### config.mk
export PLATFORM = sky130hd
export DESIGN_NAME = hop_count_route_table
export DESIGN_NICKNAME = d
export VERILOG_FILES = /design/src/hdl/hcrt_pkg.sv /design/src/hdl/hop_count_route_table.sv
export SDC_FILE = /design/constraint.sdc
export NUM_CORES = 1
export LEC_CHECK = 0
export BUFFER_PORTS_ARGS = -buffer_cell sky130_fd_sc_hd__clkbuf_2
export CORE_ASPECT_RATIO = 2
export CORE_MARGIN = 2
export CORE_UTILIZATION = 56
export CTS_BUF_LIST = sky130_fd_sc_hd__clkbuf_16
export DETAILED_ROUTE_END_ITERATION = 8
export PLACE_DENSITY = 0.73
export SYNTH_ARGS = -nofsm -noshare
export SYNTH_HDL_FRONTEND = slang
export SYNTH_SLANG_ARGS = --single-unit
### constraint.sdc
create_clock -name aclk -period 9.8 [get_ports aclk]
set_clock_uncertainty 0.2 [all_clocks]
set_input_delay 0.98 -clock aclk [delete_from_list [all_inputs] [get_ports aclk]]
set_output_delay 0.98 -clock aclk [all_outputs]
set_load 0.02 [all_outputs]
### src/hdl/hcrt_pkg.sv
// ----------------------------------------------------------------------------
// hcrt_pkg
// Shared constants, codes and beat layouts of the hop count route table
// ----------------------------------------------------------------------------
package hcrt_pkg;

    // table geometry
    localparam int NODE_COUNT = 16;
    localparam int IDX_W      = (NODE_COUNT > 1) ? $clog2(NODE_COUNT) : 1;

    // field widths
    localparam int MODE_W = 2;
    localparam int ADDR_W = 7;
    localparam int HOPS_W = 7;
    localparam int NODE_W = 8;
    localparam int AGE_W  = 8;
    localparam int EXP_W  = 7;

    // configuration register indexes and reset values
    localparam int CFG_ADDR_W = 1;
    localparam int CFG_DATA_W = 8;
    localparam logic [CFG_ADDR_W-1:0] CFG_ROUTE_LIFETIME = 1'd0;
    localparam logic [CFG_ADDR_W-1:0] CFG_INFINITE_HOPS  = 1'd1;
    localparam logic [AGE_W-1:0]  LIFETIME_RESET = 8'd90;
    localparam logic [HOPS_W-1:0] INFINITE_RESET = 7'd50;

    // item kinds carried in tuser
    localparam logic [MODE_W-1:0] MODE_REPLY  = 2'd0;
    localparam logic [MODE_W-1:0] MODE_LOOKUP = 2'd1;
    localparam logic [MODE_W-1:0] MODE_TICK   = 2'd2;

    // input tdata: dest, hops, from_node from the lowest bit up
    localparam int IN_W      = ADDR_W + HOPS_W + NODE_W;
    localparam int S_TDATA_W = ((IN_W + 7) / 8) * 8;

    // result beat, status in the lowest bit
    typedef struct packed {
        logic [EXP_W-1:0]  expired_count;
        logic [NODE_W-1:0] next_hop;
        logic              route_found;
        logic              updated;
        logic              status;
    } res_t;

    localparam int RES_W     = $bits(res_t);
    localparam int M_TDATA_W = ((RES_W + 7) / 8) * 8;

endpackage

### src/hdl/hop_count_route_table.sv
// ----------------------------------------------------------------------------
// hop_count_route_table
// Per-destination route table with reply install, lookup and aging tick
// ----------------------------------------------------------------------------
// channel   dir  beat content
// s_*       in   tuser: mode; tdata: dest, hops, from_node
// m_*       out  tdata: status, updated, route_found, next_hop, expired_count
// cfg_*     in   register write: route_lifetime, infinite_hops
//
// reply and lookup: accept, then one access to the entry.
// a tick walks all NODE_COUNT entries, one entry per cycle through the single
// age decrement and compare unit.
// s_tready is high only while the sequencer is idle; a finished result sits
// in the output register, and waits in a holding register while that is full.
// aresetn is synchronous and clears the whole table.
// ----------------------------------------------------------------------------
module hop_count_route_table (
    input  logic                                 aclk,
    input  logic                                 aresetn,
    // dest [6:0], hops [13:7], from_node [21:14]
    input  logic                                 s_tvalid,
    output logic                                 s_tready,
    input  logic [hcrt_pkg::S_TDATA_W-1:0]       s_tdata,
    // mode [1:0]
    input  logic [hcrt_pkg::MODE_W-1:0]          s_tuser,
    // status [0], updated [1], route_found [2], next_hop [10:3],
    // expired_count [17:11]
    output logic                                 m_tvalid,
    input  logic                                 m_tready,
    output logic [hcrt_pkg::M_TDATA_W-1:0]       m_tdata,
    // register writes
    input  logic                                 cfg_we,
    input  logic [hcrt_pkg::CFG_ADDR_W-1:0]      cfg_addr,
    input  logic [hcrt_pkg::CFG_DATA_W-1:0]      cfg_wdata
);

    localparam int N      = hcrt_pkg::NODE_COUNT;
    localparam int IDX_W  = hcrt_pkg::IDX_W;
    localparam int ADDR_W = hcrt_pkg::ADDR_W;
    localparam int HOPS_W = hcrt_pkg::HOPS_W;
    localparam int NODE_W = hcrt_pkg::NODE_W;
    localparam int AGE_W  = hcrt_pkg::AGE_W;
    localparam int EXP_W  = hcrt_pkg::EXP_W;

    localparam logic [IDX_W-1:0] LAST_IDX = IDX_W'(N - 1);

    // sequencer states
    localparam logic [1:0] ST_IDLE = 2'd0;
    localparam logic [1:0] ST_EXEC = 2'd1;
    localparam logic [1:0] ST_SCAN = 2'd2;
    localparam logic [1:0] ST_DONE = 2'd3;

    logic [1:0] state_reg, state_next;

    // configuration
    logic [AGE_W-1:0]  lifetime_reg;
    logic [HOPS_W-1:0] inf_hops_reg;

    // route table
    logic              valid_reg [N];
    logic [NODE_W-1:0] next_hop_reg [N];
    logic [HOPS_W-1:0] hop_cnt_reg [N];
    logic [AGE_W-1:0]  age_reg [N];

    // latched item
    logic [hcrt_pkg::MODE_W-1:0] mode_reg;
    logic                        oob_reg;
    logic [IDX_W-1:0]            idx_reg, idx_next;
    logic [HOPS_W-1:0]           hops_reg;
    logic [NODE_W-1:0]           from_reg;
    logic [EXP_W-1:0]            exp_reg, exp_next;

    // output side
    logic                   m_tvalid_reg;
    hcrt_pkg::res_t         m_res_reg;
    hcrt_pkg::res_t         hold_res_reg;
    hcrt_pkg::res_t         res_next;

    // unpacked input beat
    logic [ADDR_W-1:0] in_dest;
    logic [HOPS_W-1:0] in_hops;
    logic [NODE_W-1:0] in_from;
    logic              in_oob;
    logic              accept;
    logic              out_free;
    logic              finish;

    // current entry as seen by the shared unit
    logic              e_valid;
    logic [NODE_W-1:0] e_next_hop;
    logic [HOPS_W-1:0] e_hop_cnt;
    logic [AGE_W-1:0]  e_age;
    logic [AGE_W-1:0]  age_dec;

    // entry write controls
    logic wr_install;
    logic wr_age;
    logic wr_clear;

    assign in_dest = s_tdata[ADDR_W-1:0];
    assign in_hops = s_tdata[ADDR_W +: HOPS_W];
    assign in_from = s_tdata[ADDR_W+HOPS_W +: NODE_W];
    assign in_oob  = (in_dest == '0) || (in_dest > ADDR_W'(N));

    assign s_tready = (state_reg == ST_IDLE);
    assign accept   = s_tvalid && s_tready;
    assign out_free = !m_tvalid_reg || m_tready;

    assign m_tvalid = m_tvalid_reg;
    assign m_tdata  = hcrt_pkg::M_TDATA_W'(m_res_reg);

    assign e_valid    = valid_reg[idx_reg];
    assign e_next_hop = next_hop_reg[idx_reg];
    assign e_hop_cnt  = hop_cnt_reg[idx_reg];
    assign e_age      = age_reg[idx_reg];
    assign age_dec    = e_age - AGE_W'(1);

    // shared unit: one entry per cycle, result and entry writes
    always_comb begin
        res_next   = '0;
        wr_install = 1'b0;
        wr_age     = 1'b0;
        wr_clear   = 1'b0;
        exp_next   = exp_reg;
        idx_next   = idx_reg;
        finish     = 1'b0;
        if (state_reg == ST_EXEC) begin
            finish = 1'b1;
            unique case (mode_reg)
                hcrt_pkg::MODE_REPLY: begin
                    if (oob_reg) begin
                        res_next.status = 1'b1;
                    end else if (hops_reg < e_hop_cnt) begin
                        wr_install       = 1'b1;
                        res_next.updated = 1'b1;
                    end
                end
                hcrt_pkg::MODE_LOOKUP: begin
                    if (oob_reg) begin
                        res_next.status = 1'b1;
                    end else if (e_valid) begin
                        res_next.route_found = 1'b1;
                        res_next.next_hop    = e_next_hop;
                    end
                end
                default: begin
                    res_next = '0;
                end
            endcase
        end else if (state_reg == ST_SCAN) begin
            if (e_valid && (e_age != '0)) begin
                if (age_dec == '0) begin
                    wr_clear = 1'b1;
                    exp_next = exp_reg + EXP_W'(1);
                end else begin
                    wr_age = 1'b1;
                end
            end
            idx_next = idx_reg + IDX_W'(1);
            if (idx_reg == LAST_IDX) begin
                finish                 = 1'b1;
                res_next.expired_count = exp_next;
            end
        end
    end

    // sequencer
    always_comb begin
        state_next = state_reg;
        unique case (state_reg)
            ST_IDLE: begin
                if (accept) begin
                    state_next = (s_tuser == hcrt_pkg::MODE_TICK) ? ST_SCAN : ST_EXEC;
                end
            end
            ST_EXEC, ST_SCAN: begin
                if (finish) begin
                    state_next = out_free ? ST_IDLE : ST_DONE;
                end
            end
            ST_DONE: begin
                if (out_free) begin
                    state_next = ST_IDLE;
                end
            end
            default: begin
                state_next = ST_IDLE;
            end
        endcase
    end

    // control registers, configuration and output beat
    always_ff @(posedge aclk) begin
        if (!aresetn) begin
            state_reg    <= ST_IDLE;
            m_tvalid_reg <= 1'b0;
            lifetime_reg <= hcrt_pkg::LIFETIME_RESET;
            inf_hops_reg <= hcrt_pkg::INFINITE_RESET;
        end else begin
            state_reg <= state_next;
            if (cfg_we) begin
                unique case (cfg_addr)
                    hcrt_pkg::CFG_ROUTE_LIFETIME: lifetime_reg <= cfg_wdata;
                    hcrt_pkg::CFG_INFINITE_HOPS:  inf_hops_reg <= cfg_wdata[HOPS_W-1:0];
                    default: begin
                        lifetime_reg <= lifetime_reg;
                    end
                endcase
            end
            if (finish && out_free) begin
                m_tvalid_reg <= 1'b1;
            end else if ((state_reg == ST_DONE) && out_free) begin
                m_tvalid_reg <= 1'b1;
            end else if (m_tready) begin
                m_tvalid_reg <= 1'b0;
            end
        end
    end

    // payload registers
    always_ff @(posedge aclk) begin
        if (accept) begin
            mode_reg <= s_tuser;
            oob_reg  <= in_oob;
            idx_reg  <= (s_tuser == hcrt_pkg::MODE_TICK) ? '0 : IDX_W'(in_dest - ADDR_W'(1));
            hops_reg <= in_hops;
            from_reg <= in_from;
            exp_reg  <= '0;
        end else if (state_reg == ST_SCAN) begin
            idx_reg <= idx_next;
            exp_reg <= exp_next;
        end
        if (finish && out_free) begin
            m_res_reg <= res_next;
        end else if ((state_reg == ST_DONE) && out_free) begin
            m_res_reg <= hold_res_reg;
        end
        if (finish) begin
            hold_res_reg <= res_next;
        end
    end

    // route table, cleared by reset
    always_ff @(posedge aclk) begin
        if (!aresetn) begin
            for (int i = 0; i < N; i++) begin
                valid_reg[i]    <= 1'b0;
                next_hop_reg[i] <= '0;
                hop_cnt_reg[i]  <= hcrt_pkg::INFINITE_RESET;
                age_reg[i]      <= '0;
            end
        end else begin
            priority if (wr_install) begin
                valid_reg[idx_reg]    <= 1'b1;
                next_hop_reg[idx_reg] <= from_reg;
                hop_cnt_reg[idx_reg]  <= hops_reg;
                age_reg[idx_reg]      <= lifetime_reg;
            end else if (wr_clear) begin
                valid_reg[idx_reg]    <= 1'b0;
                next_hop_reg[idx_reg] <= '0;
                hop_cnt_reg[idx_reg]  <= inf_hops_reg;
                age_reg[idx_reg]      <= '0;
            end else if (wr_age) begin
                age_reg[idx_reg] <= age_dec;
            end
        end
    end

endmodule

Word level (Yosys, flattened, before mapping)
Memory sizes are Yosys's and may differ from the RTL's. A register that Yosys moved wholly into a read port is not among the register bits.
Index checks and enable logic that the tools add are counted.
- bits in registers: 83
- memory bits (writable): 384
- input bits: 40
- output and inout bits: 26
- word-level logic and storage cells: 148
- memories: 4
- memories (name ; words ; width ; read ports ; clocked after memory_dff ; wr ports ; line ; text):
    age_reg ; 16 ; 8 ; 1 ; 1 ; 16 ; hop_count_route_table.sv:63 ; logic [AGE_W-1:0] age_reg [N];
    next_hop_reg ; 16 ; 8 ; 1 ; 1 ; 16 ; hop_count_route_table.sv:61 ; logic [NODE_W-1:0] next_hop_reg [N];
    hop_cnt_reg ; 16 ; 7 ; 1 ; 1 ; 16 ; hop_count_route_table.sv:62 ; logic [HOPS_W-1:0] hop_cnt_reg [N];
    valid_reg ; 16 ; 1 ; 1 ; 1 ; 16 ; hop_count_route_table.sv:60 ; logic valid_reg [N];
- add/sub/neg operators: 4
- magnitude comparators: 2
- equality and inequality tests: 10
- muxes and demuxes: 75
- bitwise operators: 7
- reduce and logical (&&, ||, !) cells: 26
- operators by type and width (cell ; count):
    $mux 7 ; 7
    $mux 4 ; 12
    $mux 8 ; 5
    $mux 1 ; 39
    $mux 18 ; 2
    $mux 9 ; 3
    $reduce_or 8->1 ; 2
    $mux 11 ; 1
    $mux 2 ; 5
    $logic_not 8->1 ; 1
    $reduce_and 2->1 ; 4
    $reduce_bool 8->1 ; 1
    $sub 8x1->8 const B ; 1
    $add 7x1->7 const B ; 1
    $gt 7x5->1 const B ; 1
    $logic_not 7->1 ; 1
    $lt 7x7->1 ; 1
    $reduce_or 7->1 ; 1
    $eq 2x2->1 const B ; 3
    $ne 2x2->1 const B ; 3
    $pmux 2 s3 ; 1
    $or 1x1->1 ; 5
    $add 4x1->4 const B ; 1
    $eq 2x1->1 const B ; 2
    other kinds (13) ; 21

Longest topological paths before layout
- depth in word-level cells: 14
- depth in mapped cells: 19
- depth with buffers taken out: 13

Worst setup path before layout
Ideal clock, no wire load.
- path kind: reg2reg
- start: register with a tool-made name
- end: memory hop_cnt_reg[13][0], enable pin
- library setup time: 408 ps
- arrival: 5222 ps
- data required time: 9192 ps
- path slack: 3970 ps
- cell stages (with the launch flop): 18
- buffers on the path: 7
- clock period less this slack: 5830 ps
- cell sequence: dfxtp_1 > buf_6 > buf_6 > buf_4 > buf_2 > buf_2 > buf_1 > mux4_2 > mux4_2 > inv_1 > ha_1 > a21o_1 > a22oi_1 > nand4_1 > inv_1 > a21oi_1 > clkbuf_2 > o21ai_0
- RTL lines (what ; line):
    end: declaration ; hop_count_route_table.sv:62

==> summary.txt <==
Worst min path class: register to register
#FFs+latches synth: 471
First-pass DRT Iterations: 5
Final count of hold timing violations: 0
Switching fraction of total power: 0.330
Remaining routing DRC violations: 0
Critical path startpoint category: register
Number of antenna violations at the first check in global routing: 0
Number of flops mapped to enable cells by yosys: 426
Setup Crit Path Kind: register to register
Maximum level of the CTS H-tree: 2
CTS tree: built
Routing usage on met3: 0.0275
Yosys warning total: 0
Post-route minimum period: 6.88 ns
Most frequent cells after synthesis: 426 x sky130_fd_sc_hd__edfxtp_1, 336 x sky130_fd_sc_hd__nor2_1, 159 x sky130_fd_sc_hd__nand2_1
Largest net degree at the start of global routing: 59
Synth-to-Final Area Change: 7.85%
Gr usage total: 0.277
Synthesized instance count: 1554
Share of the synthesized area in the top cell type: 0.601
Utilization of the core after routing: 0.608
Setup repair after global routing missed its margin: no
Part of the total power dissipated in sequential elements: 0.443
Peak fanout along the critical path: 43
Final critical-path share of the clock period: 0.702
Weighted congestion reported at the end of routability-driven placement: 0.912
Number of standard-cell rows in the floorplan: 101
Result of the run: finished, final reports clean
Worst Setup Slack, final: 2.92 ns
Worst slew slack as a fraction of its limit: 0.232
Arr. time, crit path: 6.87 ns
Die Width: 142 um
Ratio of cells with drive above 1 in the final layout: 0.189
Routed wire length: 53.8 mm
Initial DRC Count: 1116
Average wire per cell in the routed design: 26.2 um
MaxCap Viol Count: 0
Worst-case reg-to-reg path depth: 11
Post-CTS setup-driven buffer insertion count: 0
Clock transition time at the flip-flop clock pins of the worst setup and hold paths: 0.06 ns
First-pass GRT wire length: 79.5 mm
Later-pin clock latency in the skew report: 0.55 ns
Met1 Resource Use GR: 0.278
Total die area: 0.0397 mm2
Most common cell in the netlist: sky130_fd_sc_hd__edfxtp_1
Post-synthesis area per instance: 13.7 um2
Bufs on Longest Clock Path: 3
Vertical extent of the die: 280 um
Cell taking the most area after synthesis: sky130_fd_sc_hd__edfxtp_1
Overflow after GRT: 0
Number of global-route vias before repair: 13100
Most used routing layer in global routing: met2
Detailed placement HPWL: 38.3 mm
Final setup violation count: 0
Synthesized area: 0.0213 mm2
Share of power burned in combinational logic: 0.293
Filler Cell Count: 2886
Root Buffer Master: sky130_fd_sc_hd__clkbuf_16
Via density per instance: 6.27
Synth async-reset ratio: 0
Highest achievable clock rate: 0.145 GHz
NumNets Final: 1623
Number of buffers inserted by hold repair at cts: 0
Most instantiated flip-flop cell in the synthesis netlist: sky130_fd_sc_hd__edfxtp_1
Req. time, crit path: 9.79 ns
Ports: 66
Fraction of met2 tracks used by global routing: 0.524
Switching power: 1.89 mW
CTS sink count: 471
Number of pins exceeding their max-slew limit in the final report: 0
Count of distinct cell types in the synthesized netlist: 75
Total power density per cell area: 249 mW/mm2
Post-cts resize count: 0
Final cell area excluding filler cells: 0.0230 mm2
Port buffer count: 57
Cell-internal power: 3.82 mW
Worst slew pin tran: 1.15 ns
Sequential-to-total area share from yosys stat: 0.643
Antenna violation net count after detailed routing: 0
Clk pwr share: 0.264
Endpoint type of the worst setup path: register
Clock buffer count from CTS: 40
Diodes inserted: 0
Maximum resistive drop on vdd: 179 uV
Top post-synthesis cells by area: sky130_fd_sc_hd__edfxtp_1 60%, sky130_fd_sc_hd__mux4_2 10%, sky130_fd_sc_hd__nor2_1 5.9%
Initial cell density of the core: 0.564
Setup Slack @ Placement: 2.92 ns
Area after DPL: 0.0218 mm2
LEAKAGE: 7.85 nW
Total number of vias: 12900
Final-layout setup total negative slack: 0 ns
Instance count along the most critical hold path: 2
Minimum hold slack: 0.277 ns
Core area: 0.0378 mm2
==> power by group through the flow <==
| stage | Combinational, mW | Clock (mW) | Sequential [mW] |
|---|---|---|---|
| after global placement | 1.64 | 0 | 2.57 |
| after CTS | 1.67 | 1.51 | 2.54 |
| final | 1.67 | 1.50 | 2.53 |
| after detailed placement | 1.67 | 0 | 2.58 |
| after global routing | 1.76 | 1.58 | 2.56 |
| after floorplan | 1.21 | 0 | 2.49 |
==> cell usage in the layout, fill, tap and decap left out, types with 4 or more instances in the layout <==
master and instances:
sky130_fd_sc_hd__a32oi_4 4, sky130_fd_sc_hd__nand2_1 159, sky130_fd_sc_hd__inv_1 47, sky130_fd_sc_hd__mux4_1 10, sky130_fd_sc_hd__mux2_2 13, sky130_fd_sc_hd__and3_1 9
sky130_fd_sc_hd__nand3_1 16, sky130_fd_sc_hd__ha_1 19, sky130_fd_sc_hd__buf_4 26, sky130_fd_sc_hd__o22ai_1 4, sky130_fd_sc_hd__a21oi_1 38, sky130_fd_sc_hd__dfxtp_1 42
sky130_fd_sc_hd__mux4_2 99, sky130_fd_sc_hd__nor3_1 4, sky130_fd_sc_hd__xor2_1 6, sky130_fd_sc_hd__o21ai_0 26, sky130_fd_sc_hd__clkinv_1 9, sky130_fd_sc_hd__nand4_1 9
sky130_fd_sc_hd__mux2i_1 11, sky130_fd_sc_hd__clkbuf_2 57, sky130_fd_sc_hd__a221oi_1 4, sky130_fd_sc_hd__a22oi_1 10, sky130_fd_sc_hd__o21ai_1 17, sky130_fd_sc_hd__clkbuf_16 41
sky130_fd_sc_hd__nor2_2 26, sky130_fd_sc_hd__edfxtp_1 426, sky130_fd_sc_hd__and2_1 20, sky130_fd_sc_hd__nand2b_1 4, sky130_fd_sc_hd__conb_1 6, sky130_fd_sc_hd__nor2b_1 17
sky130_fd_sc_hd__nor2_1 336, sky130_fd_sc_hd__xnor2_1 7
==> layout make-up <==
type                            instances  area, um2  share of cell area
Tap cell                              463        579              0.0252
Timing Repair Buffer                   83        480              0.0209
Clock buffer                           41       1030              0.0447
Clock inverter                         31        178             0.00774
Inverter                               31        116             0.00507
Sequential cell                       471      13700               0.597
Multi-Input combinational cell        937       6890               0.300
==> layer usage <==
| metal | routed length (um) | up-vias |
|---|---|---|
| li1 | - | 5678 |
| met1 | 16400 | 6460 |
| met2 | 30400 | 585 |
| met3 | 2590 | 184 |
| met4 | 4430 | 0 |
| met5 | 0 | - |
==> worst paths after layout <==
kind                            slack (ns)               to            start
worst max-delay path                  2.92    age_reg[6][0]         register
worst min-delay path                  0.28  lifetime_reg[2]  lifetime_reg[2]
worst max register to register        2.92    age_reg[6][0]         register
worst min register to register        0.28  lifetime_reg[2]  lifetime_reg[2]
==> metrics by stage <==
stage          power (mW)  instances
6_report             5.71       2057
5_1_grt              5.89       2057
4_1_cts              5.72       2057
3_5_place_dp         4.24       1985
3_3_place_gp         4.22       1985
2_1_floorplan        3.70       1559
==> critical path, cell delays in order (launching register included) <==
cell	delay (ns)
sky130_fd_sc_hd__dfxtp_4	0.94
sky130_fd_sc_hd__buf_4	0.52
sky130_fd_sc_hd__mux4_2	0.61
sky130_fd_sc_hd__mux4_2	0.48
sky130_fd_sc_hd__inv_1	0.12
sky130_fd_sc_hd__ha_1	0.26
sky130_fd_sc_hd__a21o_1	0.19
sky130_fd_sc_hd__a22oi_1	0.18
sky130_fd_sc_hd__nand4_1	0.90
sky130_fd_sc_hd__o21ai_2	1.11
sky130_fd_sc_hd__nand2_1	0.48
sky130_fd_sc_hd__nand2_1	0.51
==> cell families after synthesis <==
family,after synthesis,share of synthesized area
and+or+nand+nor,618,0.125
DFF,471,0.643
buffers and inverters,151,0.0347
AOI/OAI and AO/OA,145,0.0486
muxes,136,0.132
adders and majority gates,19,0.0112
xor gates and xnor gates,13,0.00535
other,1,0.000176
(Power assumes the default switching activity.)
